### src/design/icfp_pkg.sv
// Shared types and constants for the motor command frame packer.
// No dependencies.
`default_nettype none
package icfp_pkg;

  localparam int LIM_W   = 31;
  localparam int VAL_W   = 32;
  localparam int ID_W    = 11;
  localparam int QBITS   = 16;            // quotient bits per divider lane
  localparam int DEN_W   = 32;            // span width
  localparam int NUM_W   = DEN_W + QBITS; // scaled offset width
  localparam int NLANES  = 5;
  localparam int SMALL_B = 12;

  localparam logic [1:0] KIND_CONTROL  = 2'd0;
  localparam logic [1:0] KIND_ENABLE   = 2'd1;
  localparam logic [1:0] KIND_DISABLE  = 2'd2;
  localparam logic [1:0] KIND_SET_ZERO = 2'd3;

  localparam logic [7:0] CMD_ENABLE   = 8'hFC;
  localparam logic [7:0] CMD_DISABLE  = 8'hFD;
  localparam logic [7:0] CMD_SET_ZERO = 8'hFE;
  localparam logic [55:0] MODE_PREFIX = {56{1'b1}};

  localparam logic [ID_W-1:0] MOTOR_A = 11'd1;
  localparam logic [ID_W-1:0] MOTOR_B = 11'd2;

  // register indexes
  localparam logic [2:0] REG_POS_A = 3'd0;
  localparam logic [2:0] REG_VEL_A = 3'd1;
  localparam logic [2:0] REG_TRQ_A = 3'd2;
  localparam logic [2:0] REG_POS_B = 3'd3;
  localparam logic [2:0] REG_VEL_B = 3'd4;
  localparam logic [2:0] REG_TRQ_B = 3'd5;
  localparam logic [2:0] REG_KP    = 3'd6;
  localparam logic [2:0] REG_KD    = 3'd7;

  // lane order in the frame
  localparam int LANE_POS = 0;
  localparam int LANE_VEL = 1;
  localparam int LANE_KP  = 2;
  localparam int LANE_KD  = 3;
  localparam int LANE_TRQ = 4;

  typedef logic [LIM_W-1:0] limit_t;

  typedef struct packed {
    limit_t pos_a;
    limit_t vel_a;
    limit_t trq_a;
    limit_t pos_b;
    limit_t vel_b;
    limit_t trq_b;
    limit_t kp;
    limit_t kd;
  } cfg_t;

  // one divide job: code = num / den
  typedef struct packed {
    logic [NUM_W-1:0] num;
    logic [DEN_W-1:0] den;
  } lane_t;

  typedef struct packed {
    logic            is_mode;
    logic            err;
    logic [7:0]      cmd;
    logic [ID_W-1:0] id;
  } side_t;

  typedef struct packed {
    side_t                   side;
    lane_t [NLANES-1:0]      lanes;
  } item_t;

  // offset scaled by (2^bits - 1) as a shift and subtract
  function automatic logic [NUM_W-1:0] scale_off(input logic [DEN_W-1:0] off,
                                                 input logic wide);
    logic [NUM_W-1:0] o;
    begin
      o = {{QBITS{1'b0}}, off};
      scale_off = wide ? ((o << QBITS) - o) : ((o << SMALL_B) - o);
    end
  endfunction

  // clamp to [-lim, lim] and set up the divide
  function automatic lane_t prep_sym(input logic signed [VAL_W+1:0] x,
                                     input limit_t lim, input logic wide);
    logic signed [VAL_W+1:0] l;
    logic signed [VAL_W+1:0] xc;
    logic        [VAL_W+1:0] off;
    lane_t                   res;
    begin
      l = $signed({3'b000, lim});
      if (x > l) xc = l;
      else if (x < -l) xc = -l;
      else xc = x;
      off = $unsigned(xc + l);
      if (lim == '0) begin
        res.num = '0;
        res.den = 32'd1;
      end else begin
        res.num = scale_off(off[DEN_W-1:0], wide);
        res.den = {lim, 1'b0};
      end
      prep_sym = res;
    end
  endfunction

  // clamp to [0, lim] and set up the divide
  function automatic lane_t prep_gain(input logic signed [VAL_W-1:0] x,
                                      input limit_t lim);
    logic [DEN_W-1:0] off;
    lane_t            res;
    begin
      if (x < 0) off = '0;
      else if ($unsigned(x) > {1'b0, lim}) off = {1'b0, lim};
      else off = $unsigned(x);
      if (lim == '0) begin
        res.num = '0;
        res.den = 32'd1;
      end else begin
        res.num = scale_off(off, 1'b0);
        res.den = {1'b0, lim};
      end
      prep_gain = res;
    end
  endfunction

endpackage
`default_nettype wire

### src/design/icfp_queue.sv
// Two-word queue between the front end and the divider back end.
// Depends on icfp_pkg.
`default_nettype none
module icfp_queue (
  input  wire logic            clk,
  input  wire logic            rst_n,
  input  wire logic            push,
  input  wire icfp_pkg::item_t wdata,
  input  wire logic            pop,
  output icfp_pkg::item_t      rdata,
  output logic                 not_empty,
  output logic                 full
);
  import icfp_pkg::*;

  item_t      mem [2];
  logic       wptr_r, rptr_r;
  logic [1:0] cnt_r;
  logic       do_pop;

  assign not_empty = (cnt_r != 2'd0);
  assign full      = (cnt_r == 2'd2);
  assign do_pop    = pop && not_empty;
  assign rdata     = mem[rptr_r];

  // storage
  always_ff @(posedge clk) begin
    if (push) begin
      mem[wptr_r] <= wdata;
    end
  end

  // pointers and fill count
  always_ff @(posedge clk) begin
    if (!rst_n) begin
      wptr_r <= 1'b0;
      rptr_r <= 1'b0;
      cnt_r  <= 2'd0;
    end else begin
      if (push) wptr_r <= ~wptr_r;
      if (do_pop) rptr_r <= ~rptr_r;
      cnt_r <= cnt_r + {1'b0, push} - {1'b0, do_pop};
    end
  end

endmodule
`default_nettype wire

### config.mk
export PLATFORM = sky130hd
export DESIGN_NAME = icfp_queue
export DESIGN_NICKNAME = d
export VERILOG_FILES = /design/src/design/icfp_pkg.sv /design/src/design/icfp_queue.sv
export SDC_FILE = /design/constraint.sdc
export NUM_CORES = 1
export LEC_CHECK = 0
export BUFFER_PORTS_ARGS = -buffer_cell sky130_fd_sc_hd__buf_4
export CAP_MARGIN = 10
export CORE_AREA = 2 2 327 329
export CTS_CLUSTER_SIZE = 12
export DETAILED_ROUTE_END_ITERATION = 10
export DIE_AREA = 0 0 329 331
export HOLD_SLACK_MARGIN = 0.06
export MAX_ROUTING_LAYER = met4
export PLACE_DENSITY_LB_ADDON = 0.08
export SLEW_MARGIN = 10
export SYNTH_ARGS = -nofsm -noshare
export SYNTH_HDL_FRONTEND = slang
export SYNTH_SLANG_ARGS = --single-unit
### constraint.sdc
create_clock -name clk -period 37.1 [get_ports clk]
set_input_delay 11.13 -clock clk [delete_from_list [all_inputs] [get_ports clk]]
set_output_delay 11.13 -clock clk [all_outputs]
set_load 0.05 [all_outputs]
==> summary.md <==
| Metric | Value |
|---|---|
| Die area | `109000 sq um` |
| Yosys warning count | `0` |
| H-tree level count | `3` |
| Peak VDD IR | `0.0460 mV` |
| Seq/Total Area, Yosys | `77.9%` |
| Root cell of the clock tree | `clkbuf_16` |
| Clock transition at the registers of the reported paths | `50 ps` |
| Total CTS buffers | `93` |
| Post-Synthesis Net Count | `1760` |
| CP max FO | `125` |
| Number of fill cells | `9594` |
| Post-DP HPWL | `61300 um` |
| RSZ-0062 raised after global routing | `no` |
| Synthesized area | `32600 sq um` |
| Die Ht | `331 um` |
| Setup TNS | `0 ps` |
| Number of global-route vias before repair | `17.3k` |
| Fraction of layout cells with a size suffix above 1 | `60.9%` |
| Leakage dissipation | `16.5 nW` |
| Initial Utilization | `31.0%` |
| Final setup vio count | `0` |
| Hold Buf Count CTS | `0` |
| Data required time of the worst path | `25970 ps` |
| Grt ovf | `0` |
| Worst EP arrival | `4750 ps` |
| Library cells used by synthesis | `18` |
| Skew-Pair Late Insertion Delay | `650 ps` |
| Final ANT Viol Nets | `0` |
| Max-Cap Viols | `0` |
| Routed WL per cell | `23.1 um` |
| DR vias/cell | `4.26` |
| PD cells | `67.1 nW/um^2` |
| Final clock skew | `23.6 ps` |
| CTS sink count | `847` |
| Max-slew violations | `0` |
| Area delta synth->final | `31.6%` |
| Syn Inst Count | `1333` |
| Relative slew slack | `19.2%` |
| Setup crit start kind | `flip-flop` |
| Syn Area/Cell | `24.4 sq um` |
| Period utilization | `42.8%` |
| Yosys reg bits | `847` |
| Pre-CTS setup slack | `21820 ps` |
| Largest net degree at the start of global routing | `178` |
| Final hold violations | `0` |
| Final wirelength | `86000 um` |
| # Post-CTS Setup Buffers | `0` |
| Core area | `105000 sq um` |
| Total number of vias | `15.9k` |
| Antenna violations before repair | `26` |
| GRT Util Overall | `15.6%` |
| Final RePlAce weighted congestion | `0.773` |
| First-pass GRT wire length | `118000 um` |
| # DRC | `0` |
| Outcome | `complete, no violations` |
| Cts repair resizes | `0` |
| Nets@finish | `2672` |
| Slew @ Worst Pin | `1210 ps` |
| Longest Clk Path Bufs | `3` |
| Final WS setup | `21220 ps` |
| Cell Rows | `119` |
| # IOs | `848` |
| WHS | `478 ps` |
| Port buffer count | `847` |
| Achievable Freq | `0.0630 GHz` |
| Clock period minus worst slack | `15880 ps` |
| Setup CP Type | `reg2out` |
| Die W | `329 um` |
| Crit end category | `output pin` |
| HP Class | `reg2reg` |
| Drt first pass iters | `4` |
| CTS tree | `built` |
| Initial DRC count | `999` |
logic make-up after synthesis:
kind of cell | after synthesis | share of synthesized area (%)
multiplexers | 423 | 19.1
AO/OA/AOI/OAI | 2 | 0.0461
buffers and inverters | 49 | 2.59
flip-flops | 847 | 77.9
adder cells (fa/ha/maj) | 2 | 0.0768
XOR/XNOR | 1 | 0.0691
AND/OR/NAND/NOR | 9 | 0.165
placed cells by master (no fill, tap or decap), drive strengths merged, types with 2 or more instances in the layout:
master,instances
edfxtp,842
ha,2
nor2b,4
clkbuf,118
clkinv,38
and2,2
buf,864
bufinv,4
mux2,421
inv,7
diode,25
o21a,2
mux2i,2
dfxtp,5
metal layers:
metal  track usage [%]  wire [um]  part of all wire (%)  up-vias
met4              5.89       2830                   3.3        0
met3              7.50       9140                    11      133
met1              15.4      29100                    34     7972
met2              26.6      45000                    52      606
met5                 -          0                     0        -
li1                  -          -                     -     7199
flip-flops by register name, summed over array words and instances, names as in the netlist, named ones only:
signal and cells:
mem 842, cnt_r 2, rptr_r 1, wptr_r 1
stage by stage:
stage	total power, mW	std cells	util (%)	cell area (sq um)
floorplan	1.86	1333	-	32600
global placement	2.05	3541	38.1	40000
detailed placement	2.05	3541	38.1	40000
CTS	2.92	3707	40.8	42800
global route	2.98	3732	40.8	42900
finish	2.88	3732	40.8	42900
worst paths after layout:
| kind | start | to | slack [ps] | cells past startpoint |
|---|---|---|---|---|
| hold / removal | rptr_r$_SDFFE_PN0P_ | rptr_r$_SDFFE_PN0P_ | 480 | 2 |
| hold reg to reg | rptr_r$_SDFFE_PN0P_ | rptr_r$_SDFFE_PN0P_ | 480 | 2 |
| setup reg to reg | wptr_r$_SDFFE_PN0P_ | mem[1][68]$_DFFE_PP_ | 33030 | 4 |
| setup / recovery | flip-flop | rdata[62] | 21220 | 5 |
cells in the mapped netlist (all sizes together):
master,number,area [sq um]
or2,1,6.26
edfxtp,842,25300
nor2b,4,25.0
buf,47,837
and2,2,12.5
dfxtp,5,100
o21a,2,15.0
inv,2,7.51
mux2i,2,20.0
mux2,421,6200
nand2b,1,6.26
xnor3,1,22.5
ha,2,25.0
nand2,1,3.75
worst max-delay path, stage by stage, from the launching register on:
cell	delay (ps)
dfxtp_4	790
buf_4	820
buf_12	700
buf_4	890
mux2_4	360
buf_4	190
power breakdown:
part           switching [mW]  internal (mW)  total, mW
clock                   0.361          0.495      0.855
combinational           0.561          0.332      0.892
sequential             0.0185           1.11       1.13
total                   0.940           1.94       2.88
cell type report:
class | count | area [sq um] | area share [%]
well taps | 1391 | 1740 | 4.06
multi-input cells | 437 | 6350 | 14.8
diodes | 25 | 62.6 | 0.146
clock inverters | 48 | 339 | 0.791
flip-flops and latches | 847 | 25400 | 59.2
clock buffers | 118 | 2460 | 5.75
repair buffers | 864 | 6510 | 15.2
inverters | 2 | 7.51 | 0.0175
No activity file was read; power rests on OpenSTA's default activity.
