==> src/design/icfp_pkg.sv <==
// Shared types and constants for the motor command frame packer.
// No dependencies.
`default_nettype none
package icfp_pkg;

  localparam int LIM_W   = 31;
  localparam int VAL_W   = 32;
  localparam int ID_W    = 11;
  localparam int QBITS   = 16;            // quotient bits per divider lane
  localparam int DEN_W   = 32;            // span width
  localparam int NUM_W   = DEN_W + QBITS; // scaled offset width
  localparam int NLANES  = 5;
  localparam int SMALL_B = 12;

  localparam logic [1:0] KIND_CONTROL  = 2'd0;
  localparam logic [1:0] KIND_ENABLE   = 2'd1;
  localparam logic [1:0] KIND_DISABLE  = 2'd2;
  localparam logic [1:0] KIND_SET_ZERO = 2'd3;

  localparam logic [7:0] CMD_ENABLE   = 8'hFC;
  localparam logic [7:0] CMD_DISABLE  = 8'hFD;
  localparam logic [7:0] CMD_SET_ZERO = 8'hFE;
  localparam logic [55:0] MODE_PREFIX = {56{1'b1}};

  localparam logic [ID_W-1:0] MOTOR_A = 11'd1;
  localparam logic [ID_W-1:0] MOTOR_B = 11'd2;

  // register indexes
  localparam logic [2:0] REG_POS_A = 3'd0;
  localparam logic [2:0] REG_VEL_A = 3'd1;
  localparam logic [2:0] REG_TRQ_A = 3'd2;
  localparam logic [2:0] REG_POS_B = 3'd3;
  localparam logic [2:0] REG_VEL_B = 3'd4;
  localparam logic [2:0] REG_TRQ_B = 3'd5;
  localparam logic [2:0] REG_KP    = 3'd6;
  localparam logic [2:0] REG_KD    = 3'd7;

  // lane order in the frame
  localparam int LANE_POS = 0;
  localparam int LANE_VEL = 1;
  localparam int LANE_KP  = 2;
  localparam int LANE_KD  = 3;
  localparam int LANE_TRQ = 4;

  typedef logic [LIM_W-1:0] limit_t;

  typedef struct packed {
    limit_t pos_a;
    limit_t vel_a;
    limit_t trq_a;
    limit_t pos_b;
    limit_t vel_b;
    limit_t trq_b;
    limit_t kp;
    limit_t kd;
  } cfg_t;

  // one divide job: code = num / den
  typedef struct packed {
    logic [NUM_W-1:0] num;
    logic [DEN_W-1:0] den;
  } lane_t;

  typedef struct packed {
    logic            is_mode;
    logic            err;
    logic [7:0]      cmd;
    logic [ID_W-1:0] id;
  } side_t;

  typedef struct packed {
    side_t                   side;
    lane_t [NLANES-1:0]      lanes;
  } item_t;

  // offset scaled by (2^bits - 1) as a shift and subtract
  function automatic logic [NUM_W-1:0] scale_off(input logic [DEN_W-1:0] off,
                                                 input logic wide);
    logic [NUM_W-1:0] o;
    begin
      o = {{QBITS{1'b0}}, off};
      scale_off = wide ? ((o << QBITS) - o) : ((o << SMALL_B) - o);
    end
  endfunction

  // clamp to [-lim, lim] and set up the divide
  function automatic lane_t prep_sym(input logic signed [VAL_W+1:0] x,
                                     input limit_t lim, input logic wide);
    logic signed [VAL_W+1:0] l;
    logic signed [VAL_W+1:0] xc;
    logic        [VAL_W+1:0] off;
    lane_t                   res;
    begin
      l = $signed({3'b000, lim});
      if (x > l) xc = l;
      else if (x < -l) xc = -l;
      else xc = x;
      off = $unsigned(xc + l);
      if (lim == '0) begin
        res.num = '0;
        res.den = 32'd1;
      end else begin
        res.num = scale_off(off[DEN_W-1:0], wide);
        res.den = {lim, 1'b0};
      end
      prep_sym = res;
    end
  endfunction

  // clamp to [0, lim] and set up the divide
  function automatic lane_t prep_gain(input logic signed [VAL_W-1:0] x,
                                      input limit_t lim);
    logic [DEN_W-1:0] off;
    lane_t            res;
    begin
      if (x < 0) off = '0;
      else if ($unsigned(x) > {1'b0, lim}) off = {1'b0, lim};
      else off = $unsigned(x);
      if (lim == '0) begin
        res.num = '0;
        res.den = 32'd1;
      end else begin
        res.num = scale_off(off, 1'b0);
        res.den = {1'b0, lim};
      end
      prep_gain = res;
    end
  endfunction

endpackage
`default_nettype wire

==> src/design/icfp_front.sv <==
// Front end: classifies a command and turns each quantity into a divide job.
// Depends on icfp_pkg.
`default_nettype none
module icfp_front (
  input  wire logic [1:0]                 kind,
  input  wire logic [icfp_pkg::ID_W-1:0]  node_id,
  input  wire logic [31:0]                pos,
  input  wire logic [31:0]                vel,
  input  wire logic [31:0]                kp,
  input  wire logic [31:0]                kd,
  input  wire logic [31:0]                trq,
  input  wire icfp_pkg::cfg_t             cfg,
  output icfp_pkg::item_t                 item
);
  import icfp_pkg::*;

  logic                    is_b;
  logic signed [VAL_W+1:0] pos_x, vel_x, trq_x;
  limit_t                  pl, vl, tl;

  // motor select and sign flip for the second motor
  always_comb begin
    is_b  = (node_id == MOTOR_B);
    pl    = is_b ? cfg.pos_b : cfg.pos_a;
    vl    = is_b ? cfg.vel_b : cfg.vel_a;
    tl    = is_b ? cfg.trq_b : cfg.trq_a;
    pos_x = {{2{pos[31]}}, pos};
    vel_x = {{2{vel[31]}}, vel};
    trq_x = {{2{trq[31]}}, trq};
    if (is_b) begin
      pos_x = -pos_x;
      vel_x = -vel_x;
      trq_x = -trq_x;
    end
  end

  // classify and build the divide jobs
  always_comb begin
    item.side.id      = node_id;
    item.side.is_mode = (kind != KIND_CONTROL);
    item.side.err     = (kind == KIND_CONTROL) && (node_id != MOTOR_A) && !is_b;
    case (kind)
      KIND_ENABLE:   item.side.cmd = CMD_ENABLE;
      KIND_DISABLE:  item.side.cmd = CMD_DISABLE;
      KIND_SET_ZERO: item.side.cmd = CMD_SET_ZERO;
      default:       item.side.cmd = CMD_ENABLE;
    endcase
    item.lanes[LANE_POS] = prep_sym(pos_x, pl, 1'b1);
    item.lanes[LANE_VEL] = prep_sym(vel_x, vl, 1'b0);
    item.lanes[LANE_KP]  = prep_gain(kp, cfg.kp);
    item.lanes[LANE_KD]  = prep_gain(kd, cfg.kd);
    item.lanes[LANE_TRQ] = prep_sym(trq_x, tl, 1'b0);
  end

endmodule
`default_nettype wire

==> config.mk <==
export PLATFORM = sky130hd
export DESIGN_NAME = icfp_front
export DESIGN_NICKNAME = d
export VERILOG_FILES = /design/src/design/icfp_pkg.sv /design/src/design/icfp_front.sv
export SDC_FILE = /design/constraint.sdc
export NUM_CORES = 2
export LEC_CHECK = 0
export BUFFER_PORTS_ARGS = -buffer_cell sky130_fd_sc_hd__buf_2
export CAP_MARGIN = 20
export CORE_AREA = 2 2 331 333
export DETAILED_ROUTE_END_ITERATION = 16
export DIE_AREA = 0 0 333 335
export PLACE_DENSITY = 0.54
export SLEW_MARGIN = 15
export SYNTH_ARGS = -nofsm -noshare
export SYNTH_HDL_FRONTEND = slang
export SYNTH_SLANG_ARGS = --single-unit
==> constraint.sdc <==
create_clock -name vclk -period 17.51
set_clock_uncertainty 0.05 [all_clocks]
set_input_delay 3.502 -clock vclk [all_inputs]
set_output_delay 3.502 -clock vclk [all_outputs]
set_load 0.01 [all_outputs]
==> results.sh <==
export IMPL_ys_warn_count=0
export IMPL_post_route_period_util_pct=97.3
export IMPL_p_per_area_nw_per_um2=89.1
export IMPL_antenna_found_initial=43
export IMPL_hold_path_end="item[405]"
export IMPL_vias=37000
export IMPL_switchingPower_w=0.00199
export IMPL_setup_ws_ns=0.475
export IMPL_start_util_pct=28.0
export IMPL_met2_usage_pct=39.0
export IMPL_cellLeakagePower_nw=18.6
export IMPL_die_area_um2=112000
export IMPL_grt_overflow=0
export IMPL_die_w_um=333
export IMPL_slowest_stage="or4_1"
export IMPL_slew_viol_final=0
export IMPL_fin_tns_setup_ns=0
export IMPL_ir_drop_mv=0.176
export IMPL_maxCapViolations=0
export IMPL_use_met1_pct=33.2
export IMPL_seq_cells=0
export IMPL_yosysTopAreaCell="ha_1"
export IMPL_num_rows=121
export IMPL_die_h_um=335
export IMPL_min_path_cells=2
export IMPL_endpoint_kind="output pin"
export IMPL_io_pins=842
export IMPL_synth_top_area_share_pct=18.9
export IMPL_start_kind="primary input"
export IMPL_totalWireLength_um=144000
export IMPL_max_freq_ghz=0.0587
export IMPL_via_per_inst=5.31
export IMPL_internal_power_w=0.00139
export IMPL_p_seq_share_pct=0
export IMPL_ys_types=110
export IMPL_pwr_share_comb_pct=100.0
export IMPL_worstPathMaxFanout=12
export IMPL_nFillCells=11900
export IMPL_area_growth_pct=25.5
export IMPL_top_usage_layer="met2"
export IMPL_grt_max_degree=59
export IMPL_nClkBuffers=0
export IMPL_syn_instance_count=4649
export IMPL_grt_pass1_wl_um=211000
export IMPL_layout_commonest_cell="buf_2"
export IMPL_yosysSeqAreaShare_pct=0
export IMPL_synth_area_leaders="ha_1 (19%), xnor2_1 (8.8%), nor2_1 (7.6%)"
export IMPL_slew_headroom_pct=35.5
export IMPL_drcViolationCount=0
export IMPL_syn_area_per_cell_um2=6.51
export IMPL_wl_per_cell_um=20.6
export IMPL_hold_path_class="primary input to output pin"
export IMPL_min_from="node_id[5]"
export IMPL_hold_viol=0
export IMPL_crit_required_ns=13.96
export IMPL_cp_slowest_stage_delay_ns=0.60
export IMPL_crit_type="primary input to output pin"
export IMPL_swShare_pct=58.9
export IMPL_worst_pin_slew_ns=0.941
export IMPL_core_um2=108000
export IMPL_final_core_util_pct=35.1
export IMPL_final_nets=6427
export IMPL_hpwl_um=126000
export IMPL_final_cell_mix="buf_2 (834), nor2_1 (604), ha_1 (455)"
export IMPL_track_usage_pct=23.9
export IMPL_clkPwrFrac_pct=0
export IMPL_grt_pass1_vias=34300
export IMPL_drt_first_pass_iters=5
export IMPL_use_met3_pct=4.31
export IMPL_power_w=0.00338
export IMPL_finalSetupViolCount=0
export IMPL_ant_nets=0
export IMPL_gp_congestion=1.00
export IMPL_drive_above_1_share_pct=23.7
export IMPL_regArea_um2=0
export IMPL_drtIter0Drc=2792
export IMPL_syn_area_um2=30300
export IMPL_dp_slack_ns=-0.000000888
export IMPL_status="finished clean"
export IMPL_cp_arrival_ns=13.48
export IMPL_port_buffers=834
export IMPL_fin_crit_ns=17.03
==> cell type report <==
class / count / area, um2 / area share, %
multi-input combinational: 3973 / 28000 / 73.6
timing repair buffer: 1136 / 6580 / 17.3
tap: 1414 / 1770 / 4.66
antenna: 12 / 30.0 / 0.0791
inverter: 436 / 1640 / 4.31
==> worst max path at each step <==
stage                     from        end
finish              node_id[6]  item[388]
detailed placement  node_id[6]  item[143]
global placement    node_id[6]  item[143]
global route        node_id[6]  item[145]
floorplan           node_id[6]  item[155]
CTS                 node_id[6]  item[388]
==> critical path: cells and delay by family <==
kind | cells | cell delay, ns
compound gates | 20 | 3.82
simple gates | 15 | 3.29
fa+ha+maj | 4 | 1.23
buf+inv | 7 | 0.96
xor+xnor | 2 | 0.37
mux | 1 | 0.25
==> metal layers <==
layer	wire, um	vias up	share of wire [%]
li1	-	18300	-
met1	65700	17200	46
met2	63600	1320	44
met3	11200	172	7.8
met4	2840	48	2.0
met5	279	-	0.19
==> cells in the mapped netlist, drive strengths merged, types with 8 or more instances <==
master   instances
a31o            14
o31ai           79
a211oi          46
a31oi           53
nor2b           48
buf             70
a41oi            9
a22oi           18
mux2i          142
nand2          319
nand3b          16
a2111oi         14
and3            42
nand2b          54
or4             22
nand4           89
nor4            52
o41ai           12
or2             55
o21bai          23
a311oi           8
o31a            13
and2            61
a221oi           9
xor2           128
nand3          102
nor3           148
o211ai          35
clkbuf         176
a221o            8
o22ai           26
or3             45
inv            436
nor4b            8
o21a            40
nor2           612
a21o           142
a211o            8
o21ai          243
ha             456
a21oi          335
xnor2          305
a21boi          12
and4            18
==> per-stage QoR <==
stage,instances,instance area [um2],hold slack (ns)
floorplan,4655,30400,7.00
global placement,6943,37500,7.16
detailed placement,6943,37500,7.16
CTS,6943,37500,7.16
global route,6963,38000,7.17
finish,6971,38000,7.17
==> logic make-up (layout without fill, tap and decap cells) <==
| family | count (synthesis) | after routing | synth area share, % |
|---|---|---|---|
| adder cells (fa/ha/maj) | 460 | 460 | 19.1 |
| AO/OA/AOI/OAI | 1205 | 1205 | 26.2 |
| XOR/XNOR | 443 | 443 | 13.4 |
| buffers and inverters | 682 | 1572 | 9.07 |
| other | 2 | 20 | 0.0248 |
| AND/OR/NAND/NOR | 1710 | 1710 | 27.3 |
| multiplexers | 147 | 147 | 4.91 |
==> power by group through the flow <==
stage,Combinational (W),Sequential (W),Clock [W]
after floorplan,0.00207,0,0
after global placement,0.00330,0,0
after detailed placement,0.00330,0,0
after CTS,0.00332,0,0
after global routing,0.00368,0,0.0000000000306
final,0.00338,0,0.0000000000713
==> what timing repair did <==
item / in CTS / in global routing
hold buffers: 0 / 0
gates cloned: 0 / 1
gates resized for setup: 2 / 63
setup buffers: 0 / 15
endpoints found under the setup margin: 1 / 77
pin swaps: 0 / 8
Power figures use the tool's default switching activity.
